## config.mk

```make
export PLATFORM = sky130hd
export DESIGN_NAME = angle_kalman_filter_top
export DESIGN_NICKNAME = d
export VERILOG_FILES = /design/src/sv/akf_pkg.sv /design/src/sv/angle_kalman_filter_top.sv
export SDC_FILE = /design/constraint.sdc
export NUM_CORES = 2
export LEC_CHECK = 0
export ABC_AREA = 1
export BUFFER_PORTS_ARGS = -buffer_cell sky130_fd_sc_hd__buf_2
export CELL_PAD_IN_SITES_DETAIL_PLACEMENT = 1
export CELL_PAD_IN_SITES_GLOBAL_PLACEMENT = 1
export CORE_UTILIZATION = 40
export CTS_CLUSTER_SIZE = 8
export DETAILED_ROUTE_END_ITERATION = 10
export GPL_ROUTABILITY_DRIVEN = 0
export PLACE_DENSITY_LB_ADDON = 0.1
export SLEW_MARGIN = 10
export SYNTH_ARGS = -nofsm -noshare
export SYNTH_HDL_FRONTEND = slang
export SYNTH_SLANG_ARGS = --single-unit
```

## constraint.sdc

```tcl
create_clock -name clk -period 11.6 [get_ports clk]
set_input_delay 1.74 -clock clk [delete_from_list [all_inputs] [get_ports clk]]
set_output_delay 1.74 -clock clk [all_outputs]
set_load 0.05 [all_outputs]
```

## src/sv/akf_pkg.sv

```systemverilog
`timescale 1ns / 1ps
// ----------------------------------------------------------------------------
// akf_pkg
// Shared constants and a saturation helper for the angle Kalman filter.
// ----------------------------------------------------------------------------
package akf_pkg;

  localparam int RegW = 31;
  localparam int InW  = 25;
  localparam int DtW  = 16;
  localparam int StW  = 32;

  localparam logic [RegW-1:0] AngleNoiseRst   = 31'd16777;
  localparam logic [RegW-1:0] BiasNoiseRst    = 31'd50332;
  localparam logic [RegW-1:0] MeasureNoiseRst = 31'd503316;

  // register indexes
  localparam logic [1:0] RegAngleNoise   = 2'd0;
  localparam logic [1:0] RegBiasNoise    = 2'd1;
  localparam logic [1:0] RegMeasureNoise = 2'd2;

  localparam logic FuncUpdate = 1'b0;
  localparam logic FuncLoad   = 1'b1;

  // multiplier operand and product widths
  localparam int MulW = 33;
  localparam int ProdW = 66;

  // saturate a wide signed value to 32 bits
  function automatic logic signed [StW-1:0] sat32(input logic signed [ProdW-1:0] v);
    logic signed [StW-1:0] r;
    if (v > 66'sd2147483647) r = 32'sh7fffffff;
    else if (v < -66'sd2147483648) r = 32'sh80000000;
    else r = v[StW-1:0];
    return r;
  endfunction

endpackage

```

## src/sv/angle_kalman_filter_top.sv

```systemverilog
`timescale 1ns / 1ps
// ----------------------------------------------------------------------------
// angle_kalman_filter_top
// Two-state angle/bias Kalman filter, one item at a time.
//
// Input beat (s_axis): tuser = func, tdata = measured_angle[24:0],
// gyro_rate[49:25], step_time[65:50], zero padded to 72 bits.
// Output beat (m_axis): tdata = filtered_angle[31:0], rate_bias[63:32].
// Configuration: cfg_valid/cfg_ready with cfg_index and cfg_data; indexes
// beyond the register list are ignored. Write only while idle.
// A load item is valid in the cycle after its beat. An update runs ten
// products and two gain divides in sequence: each product is a set-up step,
// a shift-add multiplier taking one bit a cycle over 33 bits and a final
// step; each divide is a set-up step, a restoring divider over 57 quotient
// bits and a final step. A gain whose P00 + R is not positive is set to
// zero with no divide. A closing step then hands the result to the output.
// One item is in work at a time; s_axis_tready is low while busy.
// Reset clears state estimates, covariance and restores register defaults.
// If the receiver stalls, the result waits in the output register and the
// next item is not taken until it is delivered.
// ----------------------------------------------------------------------------
module angle_kalman_filter_top (
  input  logic        clk,
  input  logic        rst,
  input  logic        s_axis_tvalid,
  output logic        s_axis_tready,
  input  logic [71:0] s_axis_tdata,  // measured_angle, gyro_rate, step_time
  input  logic        s_axis_tuser,  // func
  output logic        m_axis_tvalid,
  input  logic        m_axis_tready,
  output logic [63:0] m_axis_tdata,  // filtered_angle, rate_bias
  input  logic        cfg_valid,
  output logic        cfg_ready,
  input  logic [1:0]  cfg_index,
  input  logic [30:0] cfg_data
);

  localparam int PW = akf_pkg::ProdW;
  localparam int MW = akf_pkg::MulW;

  typedef enum logic [7:0] {
    S_IDLE = 8'b00000001,
    S_MUL  = 8'b00000010,
    S_STEP = 8'b00000100,
    S_DIV  = 8'b00001000,
    S_OUT  = 8'b00010000
  } state_t;

  state_t state;
  logic [4:0] op;          // micro-step index
  logic [30:0] angle_noise, bias_noise, measure_noise;
  logic signed [31:0] angle_est, bias_est, cov_aa, cov_ab, cov_ba, cov_bb;
  logic signed [24:0] meas;
  logic signed [31:0] rate, y, k0, k1, p00t, p01t, dtp11;
  logic [15:0] dt;

  // serial multiplier: signed a * b, one multiplier bit per cycle
  logic signed [PW-1:0] acc, mcand;
  logic [MW-1:0] mplier;
  logic [5:0] mcnt;
  logic signed [PW-1:0] prod;

  // restoring divider for |p|<<24 / s
  logic [56:0] dquo;
  logic [57:0] drem;
  logic [31:0] dden;
  logic [5:0] dcnt;
  logic dneg;
  logic [57:0] dtrial;
  logic signed [31:0] dsat;

  logic signed [PW-1:0] r16, r24;
  assign prod = acc;
  assign r16 = (prod + 66'sd32768) >>> 16;
  assign r24 = (prod + 66'sd8388608) >>> 24;

  assign s_axis_tready = (state == S_IDLE);
  assign cfg_ready = 1'b1;
  assign m_axis_tvalid = (state == S_OUT);
  assign m_axis_tdata = {bias_est, angle_est};

  // config registers
  always_ff @(posedge clk) begin
    if (rst) begin
      angle_noise <= akf_pkg::AngleNoiseRst;
      bias_noise <= akf_pkg::BiasNoiseRst;
      measure_noise <= akf_pkg::MeasureNoiseRst;
    end else if (cfg_valid) begin
      unique case (cfg_index)
        akf_pkg::RegAngleNoise:   angle_noise <= cfg_data;
        akf_pkg::RegBiasNoise:    bias_noise <= cfg_data;
        akf_pkg::RegMeasureNoise: measure_noise <= cfg_data;
        default: ;
      endcase
    end
  end

  logic signed [PW-1:0] sx;  // innovation variance
  assign sx = PW'(cov_aa) + PW'(signed'({1'b0, measure_noise}));

  // sign-extend a 32-bit value to the multiplier operand width
  function automatic logic [MW-1:0] ext(input logic signed [31:0] v);
    return {v[31], v};
  endfunction

  // sequencer
  always_ff @(posedge clk) begin
    if (rst) begin
      state <= S_IDLE;
      op <= '0;
      angle_est <= '0; bias_est <= '0;
      cov_aa <= '0; cov_ab <= '0; cov_ba <= '0; cov_bb <= '0;
      mcnt <= '0; dcnt <= '0;
    end else begin
      unique case (state)
        S_IDLE: begin
          if (s_axis_tvalid) begin
            meas <= signed'(s_axis_tdata[24:0]);
            dt <= s_axis_tdata[65:50];
            if (s_axis_tuser == akf_pkg::FuncLoad) begin
              angle_est <= 32'(signed'(s_axis_tdata[24:0]));
              state <= S_OUT;
            end else begin
              rate <= akf_pkg::sat32(PW'(signed'(s_axis_tdata[49:25])) - PW'(bias_est));
              op <= 5'd0;
              state <= S_STEP;
            end
          end
        end
        // set up next multiply / divide from the micro-step
        S_STEP: begin
          acc <= '0; mcnt <= '0;
          state <= S_MUL;
          case (op)
            5'd0: begin mcand <= PW'(rate); mplier <= MW'(dt); end
            5'd1: begin mcand <= PW'(cov_bb); mplier <= MW'(dt); end
            5'd2: begin
              mcand <= PW'(dtp11) - PW'(cov_ab) - PW'(cov_ba)
                       + PW'(signed'({1'b0, angle_noise}));
              mplier <= MW'(dt);
            end
            5'd3: begin mcand <= PW'(signed'({1'b0, bias_noise})); mplier <= MW'(dt); end
            5'd4, 5'd5: begin
              // gain divide
              state <= S_DIV;
              if (sx <= 0) begin
                if (op == 5'd4) k0 <= '0; else k1 <= '0;
                op <= op + 5'd1;
                state <= S_STEP;
              end else begin
                dneg <= (op == 5'd4) ? cov_aa[31] : cov_ba[31];
                dquo <= 57'({(op == 5'd4) ? (cov_aa[31] ? -cov_aa : cov_aa)
                                          : (cov_ba[31] ? -cov_ba : cov_ba), 24'd0});
                drem <= '0;
                dden <= sx[31:0];
                dcnt <= '0;
              end
            end
            5'd6: begin mcand <= PW'(k0); mplier <= ext(y); end
            5'd7: begin mcand <= PW'(k1); mplier <= ext(y); end
            5'd8: begin mcand <= PW'(k0); mplier <= ext(p00t); end
            5'd9: begin mcand <= PW'(k0); mplier <= ext(p01t); end
            5'd10: begin mcand <= PW'(k1); mplier <= ext(p00t); end
            5'd11: begin mcand <= PW'(k1); mplier <= ext(p01t); end
            default: state <= S_OUT;
          endcase
        end
        // one multiplier bit a cycle; top bit has negative weight
        S_MUL: begin
          if (mplier[0]) begin
            if (mcnt == 6'(MW-1)) acc <= acc - mcand;
            else acc <= acc + mcand;
          end
          mcand <= mcand <<< 1;
          mplier <= mplier >> 1;
          mcnt <= mcnt + 6'd1;
          if (mcnt == 6'(MW-1)) state <= S_MUL;
          if (mcnt == 6'(MW)) begin
            state <= S_STEP;
            op <= op + 5'd1;
            case (op)
              5'd0: angle_est <= akf_pkg::sat32(PW'(angle_est) + r16);
              5'd1: dtp11 <= r16[31:0];
              // off-diagonal terms move only once P00 has used their old values
              5'd2: begin
                cov_aa <= akf_pkg::sat32(PW'(cov_aa) + r16);
                cov_ab <= akf_pkg::sat32(PW'(cov_ab) - PW'(dtp11));
                cov_ba <= akf_pkg::sat32(PW'(cov_ba) - PW'(dtp11));
              end
              5'd3: begin
                cov_bb <= akf_pkg::sat32(PW'(cov_bb) + r16);
                y <= akf_pkg::sat32(PW'(meas) - PW'(angle_est));
              end
              5'd6: angle_est <= akf_pkg::sat32(PW'(angle_est) + r24);
              5'd7: begin
                bias_est <= akf_pkg::sat32(PW'(bias_est) + r24);
                p00t <= cov_aa; p01t <= cov_ab;
              end
              5'd8: cov_aa <= akf_pkg::sat32(PW'(cov_aa) - r24);
              5'd9: cov_ab <= akf_pkg::sat32(PW'(cov_ab) - r24);
              5'd10: cov_ba <= akf_pkg::sat32(PW'(cov_ba) - r24);
              5'd11: cov_bb <= akf_pkg::sat32(PW'(cov_bb) - r24);
              default: ;
            endcase
          end
        end
        // restoring division, one quotient bit a cycle
        S_DIV: begin
          if (dcnt == 6'd57) begin
            if (op == 5'd4) k0 <= dsat; else k1 <= dsat;
            op <= op + 5'd1;
            state <= S_STEP;
          end else begin
            if (dtrial[57] == 1'b0) begin
              drem <= dtrial;
              dquo <= {dquo[55:0], 1'b1};
            end else begin
              drem <= {drem[56:0], dquo[56]};
              dquo <= {dquo[55:0], 1'b0};
            end
            dcnt <= dcnt + 6'd1;
          end
        end
        S_OUT: if (m_axis_tready) state <= S_IDLE;
        default: state <= S_IDLE;
      endcase
    end
  end

  assign dtrial = {drem[56:0], dquo[56]} - {26'd0, dden};
  always_comb begin
    if (dneg) dsat = (dquo > 57'd2147483648) ? 32'sh80000000 : 32'(-dquo);
    else dsat = (dquo > 57'd2147483647) ? 32'sh7fffffff : dquo[31:0];
  end

  // checks
  a_out_hold: assert property (@(posedge clk) disable iff (rst)
    m_axis_tvalid && !m_axis_tready |=> m_axis_tvalid && $stable(m_axis_tdata))
    else $error("result changed under stall");
  a_busy: assert property (@(posedge clk) disable iff (rst)
    m_axis_tvalid |-> !s_axis_tready)
    else $error("input taken with result pending");
  a_onehot: assert property (@(posedge clk) disable iff (rst) $onehot(state))
    else $error("state not one-hot");

endmodule

```

==> results by stage <==
Timing:
- Measured against its own limit, the worst slew margin works out to about 6.6%.
- The worst setup slack after layout is between 4 and 5 ns.
- The final number of max-transition violations is 0.
- The slew at the pin closest to its max-slew limit is 1.39 ns.
- Static timing analysis puts the maximum clock frequency at 132 MHz.
- The number of hold-slack violations in the final timing report is 0.
- Subtracting the final worst setup slack from the clock period gives 7.55 ns.
- The clock skew after layout is about 0.06 ns.
- Setup violations remaining at the end of the flow were counted as 0.
- The worst hold slack is about 0.47 ns.
- In the final timing run, aggregate negative setup slack is 0 ns.
- In the finished design, the share of the clock period the worst path needs comes to about two thirds.
- Setup repair after global routing left no endpoint under its margin.

Global route:
- The first global-routing pass estimated ~690 mm of wire.
- The via count of the first global-routing pass came to between 100k and 150k.
- The leftover overflow at the end of global routing is 0.
- The number of antenna violations at the first check in global routing came to ~60.
- The all-layer global routing usage is about two fifths.
- Entering global routing, the biggest net connects roughly 140 pins.

Setup path:
- Of all nets on the critical path, the largest fanout is 31.
- The worst register-to-register path has a depth of 34.
- In this design, the critical path's most frequently occurring cell is sky130_fd_sc_hd__nand2_1.
- The arrival time of the worst setup path is between 8 and 9 ns.
- The class of the most critical setup path is register to register.
- The worst register-to-register path has a setup slack of between 4 and 5 ns.
- The buffer and inverter count on the worst path is 6.
- The critical path crosses 34 cells after its start point.
- The stage delay of the slowest cell on the critical path is about 0.9 ns.
- The slowest cell on the critical path is sky130_fd_sc_hd__nand2_1.
- The kind of end point of the critical path is a register.
- The required arrival time at the worst endpoint is about 12 ns.
- The startpoint type of the worst setup path is a register.
- On the critical path the largest part of the delay comes from simple AND/OR/NAND/NOR gates.

Place:
- The setup slack at placement is 4.38 ns.
- Once detailed placement completed, the half-perimeter wirelength came to around 390 mm.
- In this run the tool buffered the top-level ports with 170 buffer cells.
- The post-detailed-placement cell area is 98,700 um^2.

Power and ir drop:
- Per report_power, the sequential group accounts for a little under a third of the total.
- The ratio of total power to cell area is roughly 120 nW/um^2.
- The worst-case IR drop observed on VDD is 0.167 mV.
- The switching power summed over all nets is between 5 and 6 mW.
- Combinational logic is responsible for 36.7% of the overall power.
- Of the total power, the share spent switching nets is around 43%.
- After layout, the design draws a total of ~12 mW.
- The cell-internal power is a little over 7 mW.
- The clock network burns between 30% and 40% of the power.
- The leakage power of the design is 47.7 nW.

Hold path:
- The hold-critical path depth is 2.
- The class of the tightest hold or removal check is register to register.

Clock tree:
- Clock tree synthesis found a total of 884 sinks.
- The quantity of hold-fixing buffers added after cts is 0.
- The clock edge transition at the registers on the reported setup and hold paths is about 0.06 ns.
- TritonCTS built the clock tree.
- The clock root buffer master is sky130_fd_sc_hd__clkbuf_16.
- The number of levels in the clock H-tree is 4.
- The clock insertion delay at the later pin of the skew report is just over 0.8 ns.
- The number of buffers created by CTS is ~140.
- The number of setup buffers added after CTS is 0.
- After clock tree synthesis, the repair step resized 0 gates.
- The longest clock path from root to sink contains 3 buffers.

Detailed routing:
- For this run, design rule violations remaining after detail routing come to 0.
- Dividing the detail-routed wire length by the instance count gives roughly 26 um.
- The violation count after the first detailed-route iteration is about 10,000.
- The total wire length is 476 mm.
- The routed layout has 106,000 vias.
- The number of detailed-route iterations in the first pass is 7.
- The via count normalized by instance count is 5.86.
- Once detail routing completed, the nets flagged for antenna violations numbered 0.

Synth:
- Yosys printed 0 warnings.
- The number of instances in the synthesized netlist is about 15,000.
- In the synthesized netlist the async set-or-reset flop fraction comes to 0%.
- The distinct cell type count of the synthesized netlist is 76.
- In this run the mean area of a mapped cell was ~6.4 um^2.
- The post-synthesis instance area is around 94,000 um^2.
- Synthesis produced a netlist with a net count of ~16,000.
- Synthesis inferred approximately 880 register bits.
- The synthesized design contains approximately 580 enable-type register cells.
- Among all flip-flop cells after synthesis, the most frequent one is sky130_fd_sc_hd__edfxtp_1.
- The sequential share of the synthesized area is 25.0%.

Floorplanning:
- The number of ports placed on the die boundary is around 180.
- The vertical extent of the die is approximately 490 um.
- Row generation in the floorplan step produced roughly 180 rows.
- In this run the horizontal extent of the chip is 487 um.
- The area of the die is between 200,000 and 250,000 um^2.
- The initial utilization of the core area, before any placement, comes to about two fifths.
- The standard cell core area is ~230,000 um^2.

Cells and area:
- The top cell types in the final layout, fill and taps aside, are sky130_fd_sc_hd__nand2_1, sky130_fd_sc_hd__inv_1, sky130_fd_sc_hd__nor2_1.
- Relative to the synthesized area, the layout overhead comes to 9.51%.
- The filler cells instantiated in the layout total 31,200.
- The post-route netlist has ~4.5% of its cells at a drive strength greater than 1.
- The library cell used most frequently in the layout, excluding fill and tap cells, is sky130_fd_sc_hd__nand2_1.
- With fillers left out, the area of the finished cells amounts to roughly 100,000 um^2.
- The final layout contains 15,800 nets.

Job:
- The number of max-capacitance violations reported is 0.

Outcome:
- The flow ran to the end, and the final reports show no timing, DRC or antenna violations.
-- synth_stat cells (all sizes together), types with 40 or more instances --
master,number,area [um^2]
a21boi,40,319
a21o,60,450
a21oi,1375,6920
a31oi,129,807
buf,109,666
clkbuf,208,783
dfxtp,307,6150
edfxtp,577,17300
fa,79,1580
ha,711,8900
inv,2095,7860
nand2,3899,14700
nand3,947,4760
nand4,240,1510
nor2,1781,6790
nor3,208,1110
nor4,74,527
o21a,55,413
o21ai,875,4430
o21bai,102,773
xnor2,189,1660
xor2,400,3500
-- power by group through the flow --
stage | logic (mW) | clock network (mW) | registers [mW]
finish | 4.54 | 4.01 | 3.82
CTS | 4.40 | 4.05 | 3.80
floorplan | 2.63 | 0 | 3.85
global placement | 4.27 | 0 | 3.86
detailed placement | 4.37 | 0 | 3.87
global route | 4.85 | 4.16 | 3.81
-- flip-flops by register name, summed over array words and instances, names as in the netlist, 33 cells and up --
signal and count:
mcand 66, dquo 57, acc 66, drem 57
mplier 33
-- worst min-delay path: cells and delay by family (launching register included) --
family	cells	cell delay [ns]
flops	1	0.33
simple gates	2	0.11
-- path summary, 6_finish.rpt --
path                                  startpoint               end
worst max-delay path                     acc[24]         cov_aa[5]
worst min-delay path            measure_noise[2]  measure_noise[2]
worst max register to register           acc[24]         cov_aa[5]
worst min register to register  measure_noise[2]  measure_noise[2]
-- per-stage QoR --
stage / util (%) / instances
floorplan: - / 14700
global placement: 42.3 / 17900
detailed placement: 42.3 / 17900
CTS: 44.1 / 18100
global route: 44.1 / 18100
finish: 44.2 / 18200
-- final cells by class --
class | instances | area, um^2 | share of cell area [%]
timing repair buffer | 325 | 2030 | 1.97
tap | 3132 | 3920 | 3.80
multi-input combinational | 11400 | 61400 | 59.6
clock buffer | 218 | 3800 | 3.69
inverter | 2102 | 7900 | 7.67
clock inverter | 21 | 377 | 0.366
antenna | 31 | 77.6 | 0.0753
sequential | 884 | 23500 | 22.8
-- per-layer routing --
metal | global-route usage [%] | up-vias | routed length [um]
met5 | 0 | - | 231
met4 | 27.2 | 32 | 38000
met3 | 8.59 | 1275 | 43600
met2 | 59.3 | 4438 | 201000
met1 | 48.8 | 51700 | 193000
li1 | - | 49000 | -
-- kinds of logic after synthesis --
logic type / Yosys count / share of synthesized area, %
adders and majority gates: 790 / 11.1
and+or+nand+nor: 7239 / 31.9
buffers and inverters: 2419 / 9.93
DFF: 884 / 25.0
other: 1 / 0.00399
xor gates and xnor gates: 589 / 5.48
AOI/OAI and AO/OA: 2824 / 16.6
(Power assumes the default switching activity.)
